===== src/design/psa_pkg.sv =====
`timescale 1ns / 1ps
// shared constants for the pairwise sum accumulator
// no dependencies

package psa_pkg;

  // result field widths
  localparam int TOTAL_W = 48;
  localparam int ITEM_COUNT_W = 11;

  // parameter defaults
  localparam int MAX_ITEMS_DEF = 1024;
  localparam int VALUE_WIDTH_DEF = 16;

  // request queue between front and back
  localparam int QUEUE_DEPTH = 2;

  // pair term codes held in the mode register
  localparam int MODE_W = 2;
  localparam logic [MODE_W-1:0] MODE_ABS_DIFF = 2'd0;
  localparam logic [MODE_W-1:0] MODE_DIFF = 2'd1;
  localparam logic [MODE_W-1:0] MODE_MAX = 2'd2;
  localparam logic [MODE_W-1:0] MODE_MIN = 2'd3;

endpackage


===== src/design/psa_front.sv =====
`timescale 1ns / 1ps
// front end: takes input requests and holds them in a short queue
// uses psa_pkg for the queue depth

module psa_front #(
  parameter int VALUE_WIDTH = psa_pkg::VALUE_WIDTH_DEF
) (
  input  logic                          clk,
  input  logic                          rst_n,
  input  logic                          in_valid,
  output logic                          in_stall,
  input  logic                          in_start_req,
  input  logic signed [VALUE_WIDTH-1:0] in_value,
  output logic                          q_valid,
  input  logic                          q_pop,
  output logic                          q_start,
  output logic signed [VALUE_WIDTH-1:0] q_value
);

  localparam int DEPTH = psa_pkg::QUEUE_DEPTH;
  localparam int PW = (DEPTH > 1) ? $clog2(DEPTH) : 1;
  localparam int FW = $clog2(DEPTH + 1);

  logic                          start_r [DEPTH];
  logic signed [VALUE_WIDTH-1:0] value_r [DEPTH];
  logic [PW-1:0]                 wr_ptr_r, wr_ptr_nxt;
  logic [PW-1:0]                 rd_ptr_r, rd_ptr_nxt;
  logic [FW-1:0]                 fill_r, fill_nxt;
  logic                          push, pop;

  assign in_stall = (fill_r == FW'(DEPTH));
  assign push     = in_valid && !in_stall;
  assign q_valid  = (fill_r != '0);
  assign pop      = q_pop && q_valid;
  assign q_start  = start_r[rd_ptr_r];
  assign q_value  = value_r[rd_ptr_r];

  always_comb begin
    wr_ptr_nxt = wr_ptr_r;
    rd_ptr_nxt = rd_ptr_r;
    fill_nxt   = fill_r;
    if (push) begin
      wr_ptr_nxt = (wr_ptr_r == PW'(DEPTH - 1)) ? '0 : wr_ptr_r + 1'b1;
    end
    if (pop) begin
      rd_ptr_nxt = (rd_ptr_r == PW'(DEPTH - 1)) ? '0 : rd_ptr_r + 1'b1;
    end
    if (push && !pop) begin
      fill_nxt = fill_r + 1'b1;
    end else if (pop && !push) begin
      fill_nxt = fill_r - 1'b1;
    end
  end

  always_ff @(posedge clk) begin
    if (!rst_n) begin
      wr_ptr_r <= '0;
      rd_ptr_r <= '0;
      fill_r   <= '0;
    end else begin
      wr_ptr_r <= wr_ptr_nxt;
      rd_ptr_r <= rd_ptr_nxt;
      fill_r   <= fill_nxt;
    end
  end

  always_ff @(posedge clk) begin
    if (push) begin
      start_r[wr_ptr_r] <= in_start_req;
      value_r[wr_ptr_r] <= in_value;
    end
  end

endmodule


===== config.mk =====
export PLATFORM = sky130hd
export DESIGN_NAME = psa_front
export DESIGN_NICKNAME = d
export VERILOG_FILES = /design/src/design/psa_pkg.sv /design/src/design/psa_front.sv
export SDC_FILE = /design/constraint.sdc
export NUM_CORES = 1
export LEC_CHECK = 0
export BUFFER_PORTS_ARGS = -buffer_cell sky130_fd_sc_hd__buf_4
export CORE_ASPECT_RATIO = 1.75
export CORE_UTILIZATION = 45
export DETAILED_ROUTE_END_ITERATION = 16
export PLACE_DENSITY = 0.73
export SLEW_MARGIN = 20
export SYNTH_ARGS = -nofsm -noshare
export SYNTH_HDL_FRONTEND = slang
export SYNTH_SLANG_ARGS = --single-unit

===== constraint.sdc =====
create_clock -name clk -period 1.7 [get_ports clk]
set_clock_uncertainty 0.15 [all_clocks]
set_input_delay 0.255 -clock clk [delete_from_list [all_inputs] [get_ports clk]]
set_output_delay 0.255 -clock clk [all_outputs]
set_load 0.01 [all_outputs]

==> results of run 1 <==
what timing repair did:
action                                  CTS  global route
setup buffers                             0             2
hold buffers                              2             8
gates resized for setup                   2             6
endpoints found under the setup margin    7            17
pin swaps                                 0             0
hold endpoints to repair                  4            15
through the flow:
stage / hold WS (ns) / util, % / setup WS [ns] / std cells
final: 0.008887 / 67.15 / 0.03853 / 182
after detailed placement: 0.2928 / 60.14 / -0.005832 / 162
after global placement: 0.2911 / 60.14 / 0.08473 / 162
after CTS: 0.0001910 / 63.45 / 0.01765 / 172
after floorplan: 0.2039 / - / 0.04566 / 78
after global routing: 0.0001627 / 67.15 / -0.01396 / 182
placed cells by master (no fill, tap or decap):
cell,count
buf_12,3
o21a_1,1
dfxtp_1,2
ha_2,1
clkbuf_8,5
nand2b_4,1
clkbuf_1,1
a21boi_0,1
dfxtp_2,2
edfxtp_1,34
mux2_2,17
and2_1,3
inv_1,1
clkinv_1,2
inv_2,1
xnor2_1,2
o21ai_0,1
or3_1,1
o21ai_2,1
a21boi_1,1
nor2_2,1
and3_1,1
nor3_4,1
buf_4,42
xor2_1,1
or2_2,1
dlygate4sd3_1,10
dfxtp_4,1
routing by layer:
metal | global-route usage (%) | share of wire, % | vias to the layer above | routed length, um
li1 | - | - | 414 | -
met1 | 13.27 | 33 | 393 | 810
met2 | 28.26 | 60 | 31 | 1475
met3 | 4.651 | 4.8 | 5 | 119
met4 | 9.091 | 2.8 | 0 | 69
met5 | 0 | 0 | - | 0
flip-flops by register name, indices dropped and copies added, names as in the netlist, named ones only:
name      flops
start_r       2
rd_ptr_r      1
fill_r        2
value_r      32
wr_ptr_r      1
logic make-up after synthesis:
logic type,count (synthesis),synth area share (%)
buf+inv,4,1.369
xor+xnor,3,1.798
compound gates,5,2.226
flops,39,76.71
simple gates,9,3.939
fa+ha+maj,1,0.8560
mux,17,13.10
report_power, final:
group | internal [mW] | switching [mW] | leakage (nW)
combinational | 0.584 | 0.416 | 0.401
clock | 0.279 | 0.270 | 0.0403
sequential | 1.22 | 0.0684 | 0.360
worst paths after layout:
| path | depth (start not counted) | slack, ns | from | end |
|---|---|---|---|---|
| setup / recovery | 3 | 0.04 | register | q_value[9] |
| hold / removal | 1 | 0.009 | in_value[2] | value_r[0][2]$_DFFE_PP_ |
| setup reg to reg | 6 | 0.09 | fill_r[0]$_SDFFE_PN0P_ | fill_r[1]$_SDFFE_PN0P_ |
| hold reg to reg | 2 | 0.38 | fill_r[1]$_SDFFE_PN0P_ | fill_r[1]$_SDFFE_PN0P_ |
worst max-delay path, delay by kind of cell (launching register included):
kind,cells,cell delay [ns]
flip-flops,1,0.34
multiplexers,1,0.35
buffers and inverters,2,0.29
cell type report:
type,count,area [um2]
Multi-Input combinational cell,35,342.8
Clock inverter,2,7.507
Tap cell,43,53.80
Clock buffer,6,72.57
Sequential cell,39,1127
Inverter,2,7.507
Fill cell,251,1021
Timing Repair Buffer,55,475.5
==> reports/results.txt, run 1 <==
The clock tree synthesis step divided the H-tree into 2 levels. The mean cell area of the mapped netlist was 18.74 um2; the maximum fanout along the worst path was 17. Dividing the detail-routed wire length by the instance count gives 13.59 um. The highest cell delay on the worst timing path is 0.35 ns. The tightest min-delay check is of the input pin to register type. Dividing the detail-routed via count by the number of cells gives 4.632.

The hold violation count in the final report is 0, and the setup TNS is 0 ns. In this run the horizontal extent of the chip is 45.08 um. Cells with a size suffix above 1 make up 55.40% of the layout. The number of synthesized register bits was 39; the global placement routability congestion was 0.6489.

The floorplan step defined a core boundary enclosing 3108 um2. Counting along the longest clock path gives a buffer depth of 2. Max-cap violations in this run came to 0. The via count of the first global-routing pass came out at 882. Number of standard cells after synthesis: 78. The count of nets left with antenna violations after detail routing is 0, and the fraction of synthesized cell area taken by the top area cell type is 69.86%. Input and output buffers added on the ports amount to 39. The floorplan die height works out to 77.39 um.

STA classifies the critical path startpoint as a register. After synthesis, the share of flip-flops with an asynchronous set or reset is 0%. For the worst-skew pair, the clock arrives at the later sink with an insertion delay of 0.28 ns. Transition time at the pin with the least slew margin: 0.1944 ns. The tools report the final layout net count as 160. Most common cell in the netlist: edfxtp_1. The die area was 3489 um2; the number of clock sinks seen by CTS was 39. Worst slew margin relative to its limit: 87.00%.

The run gives 843 as the number of vias after detailed routing. The run gives 0 as the post-route DRC violation count. Based on the critical path, the design can be clocked at up to 0.6019 GHz.

The critical path goes through buf_12 > mux2_2 > buf_4. The first global-routing pass estimated 3691 um of wire. For the total setup violations reported at the end of the flow, the log shows 0. The logs give 1461 um2 for the cell area after technology mapping and 1639 um for the detailed-placement wirelength estimate.

Counting instances in the post-synthesis netlist gives the leading cell types as 34 x edfxtp_1, 17 x mux2_2, 5 x dfxtp_1, 3 x and2_1, 2 x xnor2_1. STA puts the critical path data arrival time at 1.26 ns. Dividing total power by cell area gives a power density of 1360 nW/um2. The logs give 1.29 ns for the critical path data required time and 0.8018 nW for the leakage power total.

The tools report the max-slew violation count as 0. The largest net degree at the start of global routing was 18. The tools report the total design power as 2.839 mW. Global routing used 15.40% of the available tracks across all layers. In this run, the number of DRC markers left after iteration 0 of detailed routing was 18. The worst setup path is captured at an output pin. Summed over all layers, the global routing overflow is 0. The cell type with the highest aggregate area in the netlist is edfxtp_1.

After floorplanning, the core was divided into 27 placement rows. Sorting the synthesized cells by area gives the leading types as edfxtp_1 70%, mux2_2 13%, dfxtp_1 6.8%, and2_1 1.3%, xnor2_1 1.2%. The most used flip-flop cell after synthesis is edfxtp_1.

The final wirelength is 2474 um, and the antenna diode instance count is 0. Effective utilization at floorplan: 47.02%. The fraction of the cycle the final worst path needs works out to 97.73%.

The run finished with clean final reports. Setup repair after global routing could not meet its margin everywhere. The critical path in this run is classified as register to output pin.

The number of nets in the synthesized netlist is 100. Before antenna repair, the detailed router went through 4 iterations. Summing all placed instances gives a cell area of 1869 um2.

TritonCTS built the clock tree. Area of all placed cells without fillers: 2087 um2. Sequential cells were found to cover 76.71% of the synthesized design area.

The shortest clock period the worst path allows after layout is 1.661 ns, and the peak supply drop is 1.012 mV. The tools report the master cell of the clock root buffer as clkbuf_8. The number of enable-type register cells in the synthesized netlist was 34. The initial antenna violation count was 0; the CTS buffer count was 5. Among all stages on the critical path, the largest delay is contributed by mux2_2. During I/O placement, the number of pins put on the boundary was 40. For this run, the number of Yosys warnings is 0. The clock-pin slew on the worst setup and hold paths was 0.06 ns; the count of different cell masters after synthesis was 22. The area added between synthesis and finish came out at 42.81%.
Note: power is estimated with default switching activity, not from simulation.
==> inputs of run 2 (changes only) <==
Settings changed: ABC_CLOCK_PERIOD_IN_PS set to 1400, CORE_ASPECT_RATIO 1.75 to 1.25.
Clock period 1.7 ns to 1.4 ns, I/O delays scaled along.
==> reports/results.txt, run 2 (synthesized netlist as in run 1, its figures left out) <==
The run finished, with violations left. The checks that failed: setup timing. In this run the number of H-tree levels came out at 2. The register with the most flip-flops in the layout has 32 of them. The tools report the effective utilization at floorplan as 48.71%. The tools report the final global-route overflow total as 0. On the final layout, the worst hold slack is 0.09425 ns.

The tools report the part of the total power dissipated in combinational logic as 44.3%. Based on the critical path, the design can be clocked at up to 0.5906 GHz. The count of buffering cells on the critical path with inverters included was 2; the hold violation count in the final report was 0. The worst reg-to-reg path cell count was 7; the part of the total power dissipated in sequential elements was 41.6%. The number of search-and-repair iterations in the first detailed-routing pass was 4; the total setup violations reported at the end of the flow was 37. The worst setup path is captured at an output pin.

In the routed design, unresolved DRC markers number 0. For the global placement routability congestion, the log shows 0.6274. The largest individual stage delay along the critical path comes from the cell dfxtp_4. Counting I/O delays and the setup requirement, the final critical path takes 1.693 ns. The run gives 0 as the max capacitance violation total.

The antenna diode instance count was 0. Number of vias per cell after detailed routing: 4.953. The routed layout has 956 vias.

The detailed-route wire length per cell came out at 16.53 um. Detailed placement ended at an HPWL of 1913 um. For the worst setup path, the data required time is 1.04 ns.

Net switching is 28.53% of the power. For the pin with the worst max-slew slack, the measured transition is 0.2704 ns. The tools report the peak supply drop as 1.494 mV.

For the worst setup path, the data arrival time is 1.33 ns. Relative to the synthesized area, the layout overhead comes to 59.85%. Counting buffers and inverters, the worst setup path is 3 cells deep. The top cell types in the final layout, fill and taps aside, are 34 x edfxtp_1, 33 x buf_4, 20 x buf_6, 18 x dlygate4sd3_1, 9 x mux2_2. The count of nets left with antenna violations after detail routing was 0. The number of placement rows was 22. The detailed router finished its first iteration with 11 violations.

The clock-pin slew on the worst setup and hold paths was 0.11 ns; the maximum fanout along the worst path was 9. The total internal power was 2.714 mW. Register name with the most flops: value_r.

The number of I/O pins is 40, and the power density of the placed cells is 1626 nW/um2. The worst hold path was traced through 3 stages. The worst setup slack after layout came out at -0.2933 ns. The critical path goes through buf_12 > mux2_2 > buf_4. The tree built by TritonCTS fans out to 39 sinks. The switching component of the power was 1.083 mW. Grouping stages by cell kind, the critical path spends the most delay in flip-flops. CTS buffer count: 5. In the final layout, the registers with the most flip-flops are value_r: 32 flops, fill_r: 2 flops, start_r: 2 flops.

In the finished design, the share of the clock period the worst path needs comes to 121.0%. The placeable core area was 3000 um2; the leakage power total was 0.9246 nW. The highest cell delay on the worst timing path works out to 0.38 ns.

For this run, the post-layout net count is 178. The design draws 3.798 mW. Clock tree synthesis selected as its root buffer the cell clkbuf_4.

The die area came out at 3481 um2. The count of buffers added on input and output ports is 39. The kind of start point of the critical path is a register. The via count of the first global-routing pass is 1023, and the width of the die is 52.97 um. The worst setup path is of the register to output pin kind. Setup repair after global routing could not meet its margin everywhere. The class of the tightest hold or removal check was input pin to register. The worst pin sits at a relative slew slack of 81.91%. At the placement stage, the worst setup path has a slack of -0.1721 ns. Of the cells placed in the final design, the portion with a size suffix greater than 1 is 57.32%. Entering global routing, the biggest net connects 18 pins. The total global routing track utilization came out at 19.48%. The floorplan die height came out at 65.72 um. TritonCTS built the clock tree. The first global-routing pass estimated 4540 um of wire. The tools report the initial antenna violation count as 0. For the clock network power share, the log shows 14.1%.

The clock passes through at most 2 buffers. The max-slew violation count is 0. Leaving out fill and tap cells, the most frequent cell in the layout is edfxtp_1. The routed design has 3190 um of wire. For the worst-skew pair, the clock arrives at the later sink with an insertion delay of 0.35 ns.
[run 2: cell count changes in the layout (fill, tap and decap cells not counted), moves of 2 or more]
cell / change
buf_6: +20
clkinv_1: -2
buf_12: -2
clkbuf_4: +5
mux2_4: +8
dlygate4sd3_1: +8
clkbuf_8: -5
mux2_2: -8
buf_4: -9
[run 2: per-stage QoR]
stage / std cells / utilization [%] / area [um2] / TNS (ns)
final: 193 / 77.86 / 2336 / -7.742
after global routing: 193 / 77.86 / 2336 / -9.559
after CTS: 193 / 74.35 / 2231 / -7.829
after detailed placement: 164 / 63.93 / 1918 / -1.136
after global placement: 164 / 63.93 / 1918 / -0.1994
after floorplan: 78 / - / 1483 / -2.529
[run 2: final timing paths]
kind	startpoint	end	slack, ns
worst max-delay path	register	q_value[9]	-0.29
worst min-delay path	in_valid	wr_ptr_r$_SDFFE_PN0P_	0.09
worst max register to register	fill_r[0]$_SDFFE_PN0P_	fill_r[1]$_SDFFE_PN0P_	-0.26
worst min register to register	rd_ptr_r$_SDFFE_PN0P_	rd_ptr_r$_SDFFE_PN0P_	0.44
[run 2: worst reg2reg max path, delay by kind of cell, from the launching register on]
kind            cells  cell delay, ns
compound gates      1            0.15
xor+xnor            1            0.15
fa+ha+maj           1            0.16
buf+inv             1            0.07
flops               1            0.35
simple gates        3            0.58
[run 2: layout make-up]
cell class,count,area [um2]
inverter,2,10.01
multi-input combinational,35,402.9
fill,167,664.4
tap,36,45.04
clock inverter,1,5.005
sequential,39,1130
timing repair buffer,73,698.2
clock buffer,7,45.04
[run 2: power by group through the flow]
stage          registers, mW  clock network, mW  logic, mW
3_5_place_dp            1.57                  0       1.26
3_3_place_gp            1.55                  0       1.21
2_1_floorplan           1.56                  0      0.657
6_report                1.58              0.535       1.68
5_1_grt                 1.59              0.589       1.80
4_1_cts                 1.56              0.540       1.47
[run 2: routing by layer]
layer,wire [um],global-route usage [%]
met5,0,0
met4,112,13.16
met3,109,5.093
met2,1766,34.18
met1,1201,19.31
[run 2: what timing repair did]
action	4_1_cts	5_1_grt
setup buffers	4	2
pin swaps	2	4
gates cloned	0	1
endpoints found under the setup margin	47	55
gates resized for setup	18	24
hold buffers	18	0
hold endpoints to repair	39	0
